## config.mk

```make
export PLATFORM = sky130hd
export DESIGN_NAME = piece_block_request_tracker
export DESIGN_NICKNAME = d
export VERILOG_FILES = /design/src/design/pbrt_pkg.sv /design/src/design/piece_block_request_tracker.sv /design/src/design/pbrt_front.sv /design/src/design/pbrt_back.sv
export SDC_FILE = /design/constraint.sdc
export NUM_CORES = 2
export LEC_CHECK = 0
export ABC_AREA = 1
export BUFFER_PORTS_ARGS = -buffer_cell sky130_fd_sc_hd__buf_2
export CELL_PAD_IN_SITES_DETAIL_PLACEMENT = 1
export CELL_PAD_IN_SITES_GLOBAL_PLACEMENT = 2
export CORE_ASPECT_RATIO = 1.2
export CORE_UTILIZATION = 40
export DETAILED_ROUTE_END_ITERATION = 6
export PLACE_DENSITY = 0.87
export SYNTH_ARGS = -nofsm -noshare
export SYNTH_HDL_FRONTEND = slang
export SYNTH_SLANG_ARGS = --single-unit
```

## constraint.sdc

```tcl
create_clock -name clk_i -period 5.08 [get_ports clk_i]
set_input_delay 0.254 -clock clk_i [delete_from_list [all_inputs] [get_ports clk_i]]
set_output_delay 0.254 -clock clk_i [all_outputs]
set_load 0.05 [all_outputs]
```

## src/design/pbrt_pkg.sv

```systemverilog
// shared types and constants for the piece block request tracker
// no dependencies
package pbrt_pkg;

  typedef enum logic [1:0] {
    CMD_START = 2'd0,
    CMD_SCAN  = 2'd1,
    CMD_SWEEP = 2'd2,
    CMD_RECV  = 2'd3
  } cmd_e;

  typedef enum logic [2:0] {
    KIND_REQUEST = 3'd0,
    KIND_RXSTAT  = 3'd1,
    KIND_SWEEP   = 3'd2,
    KIND_START   = 3'd3,
    KIND_NONE    = 3'd4
  } kind_e;

  typedef enum logic [2:0] {
    ST_OK       = 3'd0,
    ST_IDLE     = 3'd1,
    ST_BADIDX   = 3'd2,
    ST_WRONG    = 3'd3,
    ST_MISALIGN = 3'd4,
    ST_BEYOND   = 3'd5,
    ST_SIZE     = 3'd6,
    ST_DUP      = 3'd7
  } rx_status_e;

  typedef enum logic [2:0] {
    REG_PIECE_BYTES = 3'd0,
    REG_PIECE_NUM   = 3'd1,
    REG_PIECE_TOTAL = 3'd2,
    REG_MAX_OUT     = 3'd3,
    REG_TIMEOUT     = 3'd4
  } reg_e;

  typedef enum logic [1:0] {
    BK_IDLE,
    BK_WALK,
    BK_CLEAR,
    BK_DONE
  } bk_state_e;

  localparam int unsigned CFG_IDX_W  = 3;
  localparam int unsigned CFG_DATA_W = 21;

  typedef struct packed {
    logic [1:0]  cmd;
    logic [7:0]  now_secs;
    logic [31:0] rx_piece_index;
    logic [31:0] rx_begin;
    logic [31:0] rx_length;
  } in_item_t;

  typedef struct packed {
    logic [2:0]  kind;
    logic [19:0] req_piece;
    logic [19:0] req_offset;
    logic [14:0] req_bytes;
    logic [2:0]  rx_status;
    logic        piece_complete;
    logic [6:0]  cleared_count;
    logic [4:0]  in_flight;
    logic        last_of_run;
  } out_item_t;

  // classified command handed from front to back
  typedef struct packed {
    logic [1:0]  cmd;
    logic [7:0]  now;
    logic        idx_bad;
    logic        piece_wrong;
    logic        misaligned;
    logic        blk_hi_zero;
    logic [31:0] rx_length;
    logic [31:0] rx_begin;
  } job_t;

endpackage

```

## src/design/piece_block_request_tracker.sv

```systemverilog
// top level of the piece block request tracker: config registers, front and back
// depends on pbrt_pkg, pbrt_front, pbrt_back
//
// Start clears the time table one entry per cycle, scan and sweep walk the time
// table one block per cycle, and receive is handled in the done state; the last
// request of a scan leaves from the hold stage after the scan ends. Two commands
// can queue behind the one in work; busy is high while the queue is full. Results
// appear for one cycle with res_valid_o and cannot be stalled; the last result of
// a command has last_of_run set.
module piece_block_request_tracker
  import pbrt_pkg::*;
#(
  parameter int unsigned MaxBlocks  = 64,
  parameter int unsigned BlockBytes = 16384
) (
  input  logic                  clk_i,
  input  logic                  rst_ni,
  input  logic                  start,
  output logic                  busy,
  input  in_item_t              item_i,
  output logic                  res_valid_o,
  output out_item_t             res_o,
  input  logic                  cfg_we_i,
  input  logic [CFG_IDX_W-1:0]  cfg_idx_i,
  input  logic [CFG_DATA_W-1:0] cfg_data_i
);
  logic [20:0] piece_bytes_q;
  logic [19:0] piece_num_q;
  logic [20:0] piece_total_q;
  logic [4:0]  max_out_q;
  logic [7:0]  timeout_q;
  logic        job_valid, job_pop;
  job_t        job;

  always_ff @(posedge clk_i or negedge rst_ni) begin
    if (!rst_ni) begin
      piece_bytes_q <= 21'd262144;
      piece_num_q   <= '0;
      piece_total_q <= 21'd1;
      max_out_q     <= 5'd10;
      timeout_q     <= 8'd4;
    end else if (cfg_we_i) begin
      case (reg_e'(cfg_idx_i))
        REG_PIECE_BYTES: piece_bytes_q <= cfg_data_i;
        REG_PIECE_NUM:   piece_num_q   <= cfg_data_i[19:0];
        REG_PIECE_TOTAL: piece_total_q <= cfg_data_i;
        REG_MAX_OUT:     max_out_q     <= cfg_data_i[4:0];
        REG_TIMEOUT:     timeout_q     <= cfg_data_i[7:0];
        default: ;
      endcase
    end
  end

  pbrt_front #(.BlockBytes(BlockBytes), .MaxBlocks(MaxBlocks)) u_front (
    .clk_i, .rst_ni,
    .start_i(start), .busy_o(busy), .item_i,
    .piece_num_i(piece_num_q), .piece_total_i(piece_total_q),
    .job_valid_o(job_valid), .job_o(job), .job_pop_i(job_pop)
  );

  pbrt_back #(.BlockBytes(BlockBytes), .MaxBlocks(MaxBlocks)) u_back (
    .clk_i, .rst_ni,
    .job_valid_i(job_valid), .job_i(job), .job_pop_o(job_pop),
    .piece_bytes_i(piece_bytes_q), .piece_num_i(piece_num_q),
    .max_out_i(max_out_q), .timeout_i(timeout_q),
    .res_valid_o, .res_o
  );
endmodule

```

## src/design/pbrt_front.sv

```systemverilog
// front part: classifies accepted items and queues them for the back part
// depends on pbrt_pkg
module pbrt_front
  import pbrt_pkg::*;
#(
  parameter int unsigned BlockBytes = 16384,
  parameter int unsigned MaxBlocks  = 64
) (
  input  logic        clk_i,
  input  logic        rst_ni,
  input  logic        start_i,
  output logic        busy_o,
  input  in_item_t    item_i,
  input  logic [19:0] piece_num_i,
  input  logic [20:0] piece_total_i,
  output logic        job_valid_o,
  output job_t        job_o,
  input  logic        job_pop_i
);
  localparam int unsigned BShift = $clog2(BlockBytes);
  localparam int unsigned BlkW   = $clog2(MaxBlocks) + 1;

  // two-entry queue
  job_t       q_mem [2];
  logic [1:0] cnt_q, cnt_d;
  logic       wp_q, rp_q;
  logic       push;
  job_t       j;

  assign busy_o = cnt_q[1];
  assign push   = start_i && !busy_o;

  always_comb begin
    j             = '0;
    j.cmd         = item_i.cmd;
    j.now         = (item_i.now_secs == 8'd0) ? 8'd1 : item_i.now_secs;
    j.idx_bad     = item_i.rx_piece_index >= {11'd0, piece_total_i};
    j.piece_wrong = item_i.rx_piece_index != {12'd0, piece_num_i};
    j.misaligned  = item_i.rx_begin[BShift-1:0] != '0;
    j.blk_hi_zero = item_i.rx_begin[31:BShift+BlkW-1] == '0;
    j.rx_length   = item_i.rx_length;
    j.rx_begin    = item_i.rx_begin;
  end

  always_ff @(posedge clk_i) begin
    if (push) q_mem[wp_q] <= j;
  end

  always_comb begin
    cnt_d = cnt_q;
    if (push && !job_pop_i) cnt_d = cnt_q + 2'd1;
    else if (!push && job_pop_i) cnt_d = cnt_q - 2'd1;
  end

  always_ff @(posedge clk_i or negedge rst_ni) begin
    if (!rst_ni) begin
      cnt_q <= '0;
      wp_q  <= 1'b0;
      rp_q  <= 1'b0;
    end else begin
      cnt_q <= cnt_d;
      if (push) wp_q <= ~wp_q;
      if (job_pop_i) rp_q <= ~rp_q;
    end
  end

  assign job_valid_o = cnt_q != 2'd0;
  assign job_o       = q_mem[rp_q];

  a_cnt_max: assert property (@(posedge clk_i) disable iff (!rst_ni) cnt_q != 2'd3)
    else $error("queue overflow");
  a_pop_valid: assert property (@(posedge clk_i) disable iff (!rst_ni)
    job_pop_i |-> job_valid_o) else $error("pop from empty queue");
  a_full_busy: assert property (@(posedge clk_i) disable iff (!rst_ni)
    cnt_q == 2'd2 |-> busy_o) else $error("full queue not busy");
endmodule

```

## src/design/pbrt_back.sv

```systemverilog
// back part: walks the block tables for start, scan and sweep, handles receives
// depends on pbrt_pkg
module pbrt_back
  import pbrt_pkg::*;
#(
  parameter int unsigned BlockBytes = 16384,
  parameter int unsigned MaxBlocks  = 64
) (
  input  logic        clk_i,
  input  logic        rst_ni,
  input  logic        job_valid_i,
  input  job_t        job_i,
  output logic        job_pop_o,
  input  logic [20:0] piece_bytes_i,
  input  logic [19:0] piece_num_i,
  input  logic [4:0]  max_out_i,
  input  logic [7:0]  timeout_i,
  output logic        res_valid_o,
  output out_item_t   res_o
);
  localparam int unsigned BShift = $clog2(BlockBytes);
  localparam int unsigned IdxW   = (MaxBlocks > 1) ? $clog2(MaxBlocks) : 1;
  localparam int unsigned BlkW   = $clog2(MaxBlocks) + 1;
  localparam int unsigned LenW   = BShift + BlkW + 1;
  localparam int unsigned TailW  = BShift + 1;

  logic [7:0]      asked_q [MaxBlocks];
  logic [MaxBlocks-1:0] got_q;
  logic [BlkW-1:0] recv_q, total_q;
  logic [4:0]      out_q;
  logic [TailW-1:0] tail_q;
  logic            dl_q;

  bk_state_e       st_q, st_d;
  job_t            job_q;
  logic [BlkW-1:0] i_q;
  logic [4:0]      n_q;
  logic [6:0]      clr_q;
  logic            res_v_q;
  out_item_t       res_q;
  logic [7:0]      a_q;

  logic [LenW-1:0] len, cap, lenm1;
  logic [BlkW-1:0] new_total;
  logic [IdxW-1:0] ix, rd_ix;
  logic [7:0]      a;
  logic            g, walk_end, limit_hit, adv;
  logic [4:0]      limit;
  logic [8:0]      age_sum;
  logic            is_last;
  logic [BlkW-1:0] blk;
  logic [2:0]      rx_st;

  assign ix = i_q[IdxW-1:0];
  // time table is read ahead of the walk through the a_q register
  assign a  = a_q;
  assign g  = got_q[ix];
  assign limit = (max_out_i > 5'd16) ? 5'd16 : max_out_i;
  assign walk_end = (i_q >= total_q);
  assign limit_hit = (out_q >= limit) || (n_q >= 5'd16);
  assign age_sum = {1'b0, a} + {1'b0, timeout_i};
  assign is_last = (i_q == total_q - 1'b1);
  assign blk = job_q.rx_begin[BShift+BlkW-1:BShift];
  assign adv = (st_q == BK_WALK) && dl_q && !walk_end &&
               (job_q.cmd != CMD_SCAN || !limit_hit);

  always_comb begin
    if (st_q == BK_IDLE) rd_ix = '0;
    else if (adv) rd_ix = IdxW'(ix + 1'b1);
    else rd_ix = ix;
  end

  always_comb begin
    cap = LenW'(MaxBlocks * BlockBytes);
    len = {{(LenW-21){1'b0}}, piece_bytes_i};
    if (piece_bytes_i == 21'd0) len = LenW'(1);
    if (len > cap) len = cap;
    lenm1 = len - 1'b1;
    new_total = BlkW'(lenm1 >> BShift) + 1'b1;
  end

  always_comb begin
    if (job_q.idx_bad) rx_st = ST_BADIDX;
    else if (!dl_q) rx_st = ST_IDLE;
    else if (job_q.piece_wrong) rx_st = ST_WRONG;
    else if (job_q.misaligned) rx_st = ST_MISALIGN;
    else if (!job_q.blk_hi_zero || blk >= total_q) rx_st = ST_BEYOND;
    else if (blk == total_q - 1'b1 &&
             job_q.rx_length != {{(32-TailW){1'b0}}, tail_q}) rx_st = ST_SIZE;
    else if (blk != total_q - 1'b1 && job_q.rx_length != 32'(BlockBytes)) rx_st = ST_SIZE;
    else if (got_q[blk[IdxW-1:0]]) rx_st = ST_DUP;
    else rx_st = ST_OK;
  end

  assign job_pop_o = (st_q == BK_IDLE) && job_valid_i;

  always_comb begin
    st_d = st_q;
    unique case (st_q)
      BK_IDLE: begin
        if (job_valid_i) begin
          unique case (cmd_e'(job_i.cmd))
            CMD_START: st_d = BK_CLEAR;
            CMD_SCAN, CMD_SWEEP: st_d = BK_WALK;
            CMD_RECV: st_d = BK_DONE;
            default: st_d = BK_IDLE;
          endcase
        end
      end
      BK_CLEAR: if (i_q == BlkW'(MaxBlocks - 1)) st_d = BK_DONE;
      BK_WALK: begin
        if (!dl_q || walk_end || (job_q.cmd == CMD_SCAN && limit_hit)) st_d = BK_DONE;
      end
      BK_DONE: st_d = BK_IDLE;
      default: st_d = BK_IDLE;
    endcase
  end

  always_ff @(posedge clk_i) begin
    if (st_q == BK_CLEAR) asked_q[ix] <= 8'd0;
    else if (st_q == BK_WALK && dl_q && !walk_end) begin
      if (job_q.cmd == CMD_SCAN && !limit_hit && a == 8'd0 && !g) asked_q[ix] <= job_q.now;
      else if (job_q.cmd == CMD_SWEEP && a != 8'd0 && !g && age_sum < {1'b0, job_q.now})
        asked_q[ix] <= 8'd0;
    end
    a_q <= asked_q[rd_ix];
    if (job_pop_o) job_q <= job_i;
  end

  always_ff @(posedge clk_i or negedge rst_ni) begin
    if (!rst_ni) begin
      st_q    <= BK_IDLE;
      got_q   <= '0;
      recv_q  <= '0;
      total_q <= '0;
      out_q   <= '0;
      tail_q  <= TailW'(BlockBytes);
      dl_q    <= 1'b0;
      i_q     <= '0;
      n_q     <= '0;
      clr_q   <= '0;
      res_v_q <= 1'b0;
      res_q   <= '0;
    end else begin
      st_q    <= st_d;
      res_v_q <= 1'b0;
      unique case (st_q)
        BK_IDLE: begin
          i_q <= '0; n_q <= '0; clr_q <= '0;
          if (job_pop_o && job_i.cmd == CMD_START) begin
            total_q <= new_total;
            tail_q  <= TailW'(len - LenW'((new_total - 1'b1)) * LenW'(BlockBytes));
            got_q   <= '0;
            recv_q  <= '0;
            out_q   <= '0;
            dl_q    <= 1'b1;
          end
        end
        BK_CLEAR: i_q <= i_q + 1'b1;
        BK_WALK: begin
          if (dl_q && !walk_end) begin
            if (job_q.cmd == CMD_SCAN) begin
              if (!limit_hit) begin
                i_q <= i_q + 1'b1;
                if (a == 8'd0 && !g) begin
                  out_q   <= out_q + 1'b1;
                  n_q     <= n_q + 1'b1;
                  res_v_q <= 1'b1;
                  res_q   <= '0;
                  res_q.kind       <= KIND_REQUEST;
                  res_q.req_piece  <= piece_num_i;
                  res_q.req_offset <= 20'({{(20-BlkW){1'b0}}, i_q} << BShift);
                  res_q.req_bytes  <= is_last ? 15'(tail_q) : 15'(BlockBytes);
                  res_q.piece_complete <= (total_q != '0) && (recv_q == total_q);
                  res_q.in_flight  <= out_q + 1'b1;
                end
              end
            end else begin
              i_q <= i_q + 1'b1;
              if (a != 8'd0 && !g && age_sum < {1'b0, job_q.now}) begin
                clr_q <= clr_q + 1'b1;
                if (out_q != 5'd0) out_q <= out_q - 1'b1;
              end
            end
          end
        end
        BK_DONE: begin
          res_v_q <= 1'b1;
          res_q   <= '0;
          res_q.last_of_run <= 1'b1;
          res_q.in_flight   <= out_q;
          res_q.piece_complete <= (total_q != '0) && (recv_q == total_q);
          unique case (cmd_e'(job_q.cmd))
            CMD_START: res_q.kind <= KIND_START;
            CMD_SWEEP: begin
              res_q.kind <= KIND_SWEEP;
              res_q.cleared_count <= clr_q;
            end
            CMD_SCAN: begin
              // last request carries the end mark; none issued gives its own result
              if (n_q != 5'd0) begin
                res_q <= res_q;
                res_q.last_of_run <= 1'b1;
                res_v_q <= 1'b0;
              end else res_q.kind <= KIND_NONE;
            end
            CMD_RECV: begin
              res_q.kind <= KIND_RXSTAT;
              res_q.rx_status <= rx_st;
              if (rx_st == ST_OK) begin
                got_q[blk[IdxW-1:0]] <= 1'b1;
                recv_q <= recv_q + 1'b1;
                if (out_q != 5'd0) out_q <= out_q - 1'b1;
                res_q.in_flight <= (out_q != 5'd0) ? out_q - 1'b1 : 5'd0;
                res_q.piece_complete <= (recv_q + 1'b1 == total_q);
                if (recv_q + 1'b1 == total_q) dl_q <= 1'b0;
              end
            end
            default: ;
          endcase
        end
        default: ;
      endcase
    end
  end

  // requests are held back in a register so the final one can carry the end mark
  out_item_t hold_q;
  always_ff @(posedge clk_i or negedge rst_ni) begin
    if (!rst_ni) begin
      hold_q   <= '0;
    end else begin
      if (res_v_q) hold_q <= res_q;
      else if (st_q == BK_DONE && job_q.cmd == CMD_SCAN && n_q != 5'd0)
        hold_q.last_of_run <= 1'b1;
    end
  end

  // non-request results pass straight; requests leave from the hold stage
  logic      pend_q;
  always_ff @(posedge clk_i or negedge rst_ni) begin
    if (!rst_ni) pend_q <= 1'b0;
    else if (res_v_q && res_q.kind == KIND_REQUEST) pend_q <= 1'b1;
    else if (pend_q && (res_v_q || st_q == BK_IDLE)) pend_q <= pend_q && res_v_q;
  end

  assign res_valid_o = (res_v_q && res_q.kind != KIND_REQUEST) ||
                       (pend_q && (res_v_q || (st_q == BK_IDLE)));
  assign res_o = (res_v_q && res_q.kind != KIND_REQUEST) ? res_q : hold_q;

  a_out_cap: assert property (@(posedge clk_i) disable iff (!rst_ni) out_q <= 5'd16)
    else $error("outstanding above limit");
  a_recv_cap: assert property (@(posedge clk_i) disable iff (!rst_ni) recv_q <= total_q)
    else $error("received above total");
  a_pop_idle: assert property (@(posedge clk_i) disable iff (!rst_ni)
    job_pop_o |=> st_q != BK_IDLE) else $error("pop without work");
endmodule
```

==> flow_metrics.py <==
metrics = {
    "outcome": {
        "outcome": "finished clean",
    },
    "floorplanning": {
        "fp.dieArea_um2": 119000,
        "coreArea_um2": 117000,
        "initial_core_util_pct": 40.5,
        "die_x_um": 315,
        "rows": 137,
        "io_pins": 211,
        "dieHeight_um": 378,
    },
    "min_path": {
        "hp-class": "in2reg",
        "hold_end": "u_front.wp_q$_DFFE_PN0P_",
        "min_from": "start",
        "hold_depth": 3,
    },
    "logic_synthesis": {
        "synthAdderAreaFrac_pct": 2.03,
        "synth_area_per_cell_um2": 9.40,
        "synth_edf_count": 671,
        "yosysSeqAreaShare_pct": 60.2,
        "synth_top_family_by_area": "simple AND/OR/NAND/NOR gates",
        "synth.area.mux_share_pct": 0.0212,
        "yosysWarnings": 0,
        "synth_cell_types": 59,
        "yosys_most_used_dff": "edfxtp_1",
        "synth-simple-area-share_pct": 20.1,
        "synthCells": 5015,
        "async_flop_share_pct": 32.2,
        "ys_ff_latch": 1002,
        "synth_compound_area_share_pct": 8.25,
        "synth_xor_area_share_pct": 1.13,
        "synth_area_um2": 47200,
    },
    "critical_path": {
        "path_class": "reg2reg",
        "cp_data_required_time_ps": 5720,
        "regToRegEndpoint": "u_back.a[2]$_DFF_P_",
        "r2r_cells": 18,
        "startpoint_type": "register",
        "rr_startpoint": "max_out_q[0]$_DFFE_PN0P_",
        "worst_path_largest_cell_delay_ps": 530,
        "cp_cell_sequence": "o41ai_1, nand2_1, ha_1, a21oi_1, o21a_1, nand4_1, nand2_1, nand2_2, nand2_4, nand3_4, buf_12, o21ai_0, nand2_1, nand3_1, nand3_1, nand3_1, nand3_1, nand2_1",
        "cp_max_fo": 159,
        "cp.arrival_ps": 5060,
        "r2r_slack_ps": 660,
        "cp_slowest_cell": "o41ai_1",
        "end_kind": "register",
    },
    "global_routing": {
        "grt_max_degree": 185,
        "grt_pass1_vias": 38200,
        "grt_pass1_wl_mm": 222,
        "antenna_found_initial": 4,
        "overflow": 0,
        "track_usage_pct": 24.2,
    },
    "clock_network": {
        "cts_sinks": 1002,
        "clockRootBuffer": "clkbuf_16",
        "cts_tree": "yes",
        "post_cts_resized": 0,
        "clock_path_buffers": 3,
        "cts_made_buffers": 105,
        "h-tree-depth": 3,
        "clk_latency_ps": 720,
        "clkSlewWorstSetupHoldPaths_ps": 70,
    },
    "sta": {
        "finalHoldViolCount": 0,
        "fmax_mhz": 226,
        "finalClockSkew_ps": 25.1,
        "setup_viol": 0,
        "fin_crit_sh_pct": 87.0,
        "drv_slew": 0,
        "worstMarginPinSlew_ps": 1140,
        "rsz0062_at_grt": "false",
        "tns_ps": 0,
        "slew_headroom_pct": 24.1,
        "layout_min_cycle_time_ps": 4420,
    },
    "layout": {
        "layout.nets": 5480,
        "area_growth_pct": 15.6,
        "multi_input_area_um2": 15000,
        "final_cell_area_um2": 54500,
        "seqCellArea_um2": 28400,
        "mostFrequentLayoutCells": "nand2_1 (1,366), inv_1 (674), edfxtp_1 (671), nand3_1 (442), o21ai_0 (428)",
        "drive_above_1_share_pct": 10.6,
        "nFillCells": 13200,
        "final_common_cell": "nand2_1",
    },
    "detailed_routing": {
        "wirelength_mm": 143,
        "drt_first_pass_iters": 5,
        "via_per_inst": 5.26,
        "drtIter0Drc": 2315,
        "wl_per_cell_um": 20.8,
        "drc": 0,
        "vias": 36300,
        "final_antenna_net_count": 0,
    },
    "power": {
        "power_density_nw_per_um2": 567,
        "p_leak_uw": 0.0232,
        "peakVddDrop_v": 0.000671,
    },
    "placed_design": {
        "dp_hpwl_mm": 93.8,
        "port_buffers": 196,
        "place_area_um2": 50100,
        "gp_congestion": 0.859,
    },
    "job": {
        "drv_cap": 0,
    },
}
==> through the flow <==
stage / setup slack [ps] / cells / util (%) / hold slack (ps) / power [uW]
floorplan: 803 / 5028 / - / -41.6 / 18900
global placement: 881 / 6613 / 43.0 / 271 / 22700
detailed placement: 785 / 6613 / 43.0 / 266 / 23000
CTS: 735 / 6888 / 46.8 / 35.5 / 31200
global route: 404 / 6890 / 46.8 / 102 / 32700
finish: 661 / 6890 / 46.8 / 80.5 / 30900
==> power breakdown <==
group / total [uW] / switching, uW / internal [uW]
clock: 8020 / 3360 / 4660
combinational: 12600 / 9110 / 3480
sequential: 10300 / 695 / 9620
==> sequential cells by signal (all words and copies together), names as in the netlist, 2 cells and up <==
name            flops
piece_total_q      21
u_front.cnt_q       2
u_back.out_q        5
max_out_q           5
u_back.hold_q      61
u_back.clr_q        7
u_back.tail_q      15
u_back.blk          7
u_back.i_q          7
u_back.total_q      7
u_back.asked_q    512
u_back.job_q       46
u_back.got_q       64
u_back.a            8
u_back.res_q       61
u_back.st_q         2
piece_num_q        20
u_back.recv_q       7
piece_bytes_q      21
u_back.n_q          5
timeout_q           8
u_front.q_mem     106
==> area by class of cell <==
cell class                 instances  share of cell area (%)
antenna                            2                 0.00918
clock buffer                     149                    5.67
clock inverter                    47                   0.920
inverter                         692                    4.77
multi-input combinational       3072                    27.6
sequential                      1002                    52.1
tap                             1529                    3.51
timing repair buffer             397                    5.43
==> repair_timing <==
item	4_1_cts	5_1_grt
hold buffers	79	0
endpoints found under the hold margin	248	0
setup buffers	0	0
==> routing by layer <==
metal / track usage (%) / vias to the layer above / wire (um)
met3: 2.87 / 242 / 6270
met5: 0 / - / 0
met4: 9.07 / 0 / 4660
li1: - / 17100 / -
met2: 44.4 / 853 / 74700
met1: 28.8 / 18000 / 57600
==> synth_stat cells (3+ instances only) <==
library cell,instances,area [um^2]
nand2_1,1367,5130
inv_1,674,2530
buf_2,67,335
nand3_1,442,2210
o211ai_1,85,638
o41ai_1,4,35.0
clkinv_1,4,15.0
a22oi_1,3,22.5
nor4_1,17,106
o21ai_0,428,2140
edfxtp_1,671,20100
nand4_1,115,719
ha_1,75,938
o22ai_1,25,156
nor2_4,3,33.8
buf_6,15,169
o31ai_1,8,60.1
nand3_2,10,100
dfrtp_1,317,7930
or2_2,15,93.8
buf_1,21,78.8
o21ai_1,83,415
buf_4,24,180
nor3_1,29,145
nor2_1,197,739
dfstp_2,6,158
dfxtp_1,8,160
o2111ai_1,4,35.0
inv_2,13,48.8
a21boi_1,3,22.5
a21oi_1,38,190
clkbuf_1,135,507
xnor2_1,15,131
a211oi_1,3,22.5
xor2_1,46,403
o21bai_1,4,30.0
or4_1,3,22.5
nor2_2,4,25.0
o21a_1,3,22.5
nand3b_1,5,37.5
==> cells by family after synthesis <==
logic type | after synthesis
muxes | 1
buffers and inverters | 954
adders and majority gates | 76
DFF | 1002
xor gates and xnor gates | 61
and+or+nand+nor | 2218
AOI/OAI and AO/OA | 702
other | 1
==> worst max-delay path: cells and delay by family, from the launching register on <==
family	cells	cell delay (ps)
adder cells (fa/ha/maj)	1	340
flip-flops	1	390
AO/OA/AOI/OAI	4	1180
buffers and inverters	1	250
AND/OR/NAND/NOR	12	1950
==> worst max-delay path by stage <==
stage,startpoint,to,slack (ps),cells after the start
global placement,timeout_q[0]$_DFFE_PN0P_,u_back.asked_q[12][6]$_DFFE_PP_,880,20
finish,max_out_q[0]$_DFFE_PN0P_,u_back.a[2]$_DFF_P_,660,18
CTS,max_out_q[0]$_DFFE_PN0P_,u_back.a[3]$_DFF_P_,730,18
detailed placement,timeout_q[0]$_DFFE_PN0P_,u_back.asked_q[44][3]$_DFFE_PP_,790,20
floorplan,max_out_q[0]$_DFFE_PN0P_,u_back.asked_q[0][0]$_DFFE_PP_,800,11
global route,max_out_q[0]$_DFFE_PN0P_,u_back.a[1]$_DFF_P_,400,18
No activity file was read; power rests on OpenSTA's default activity.
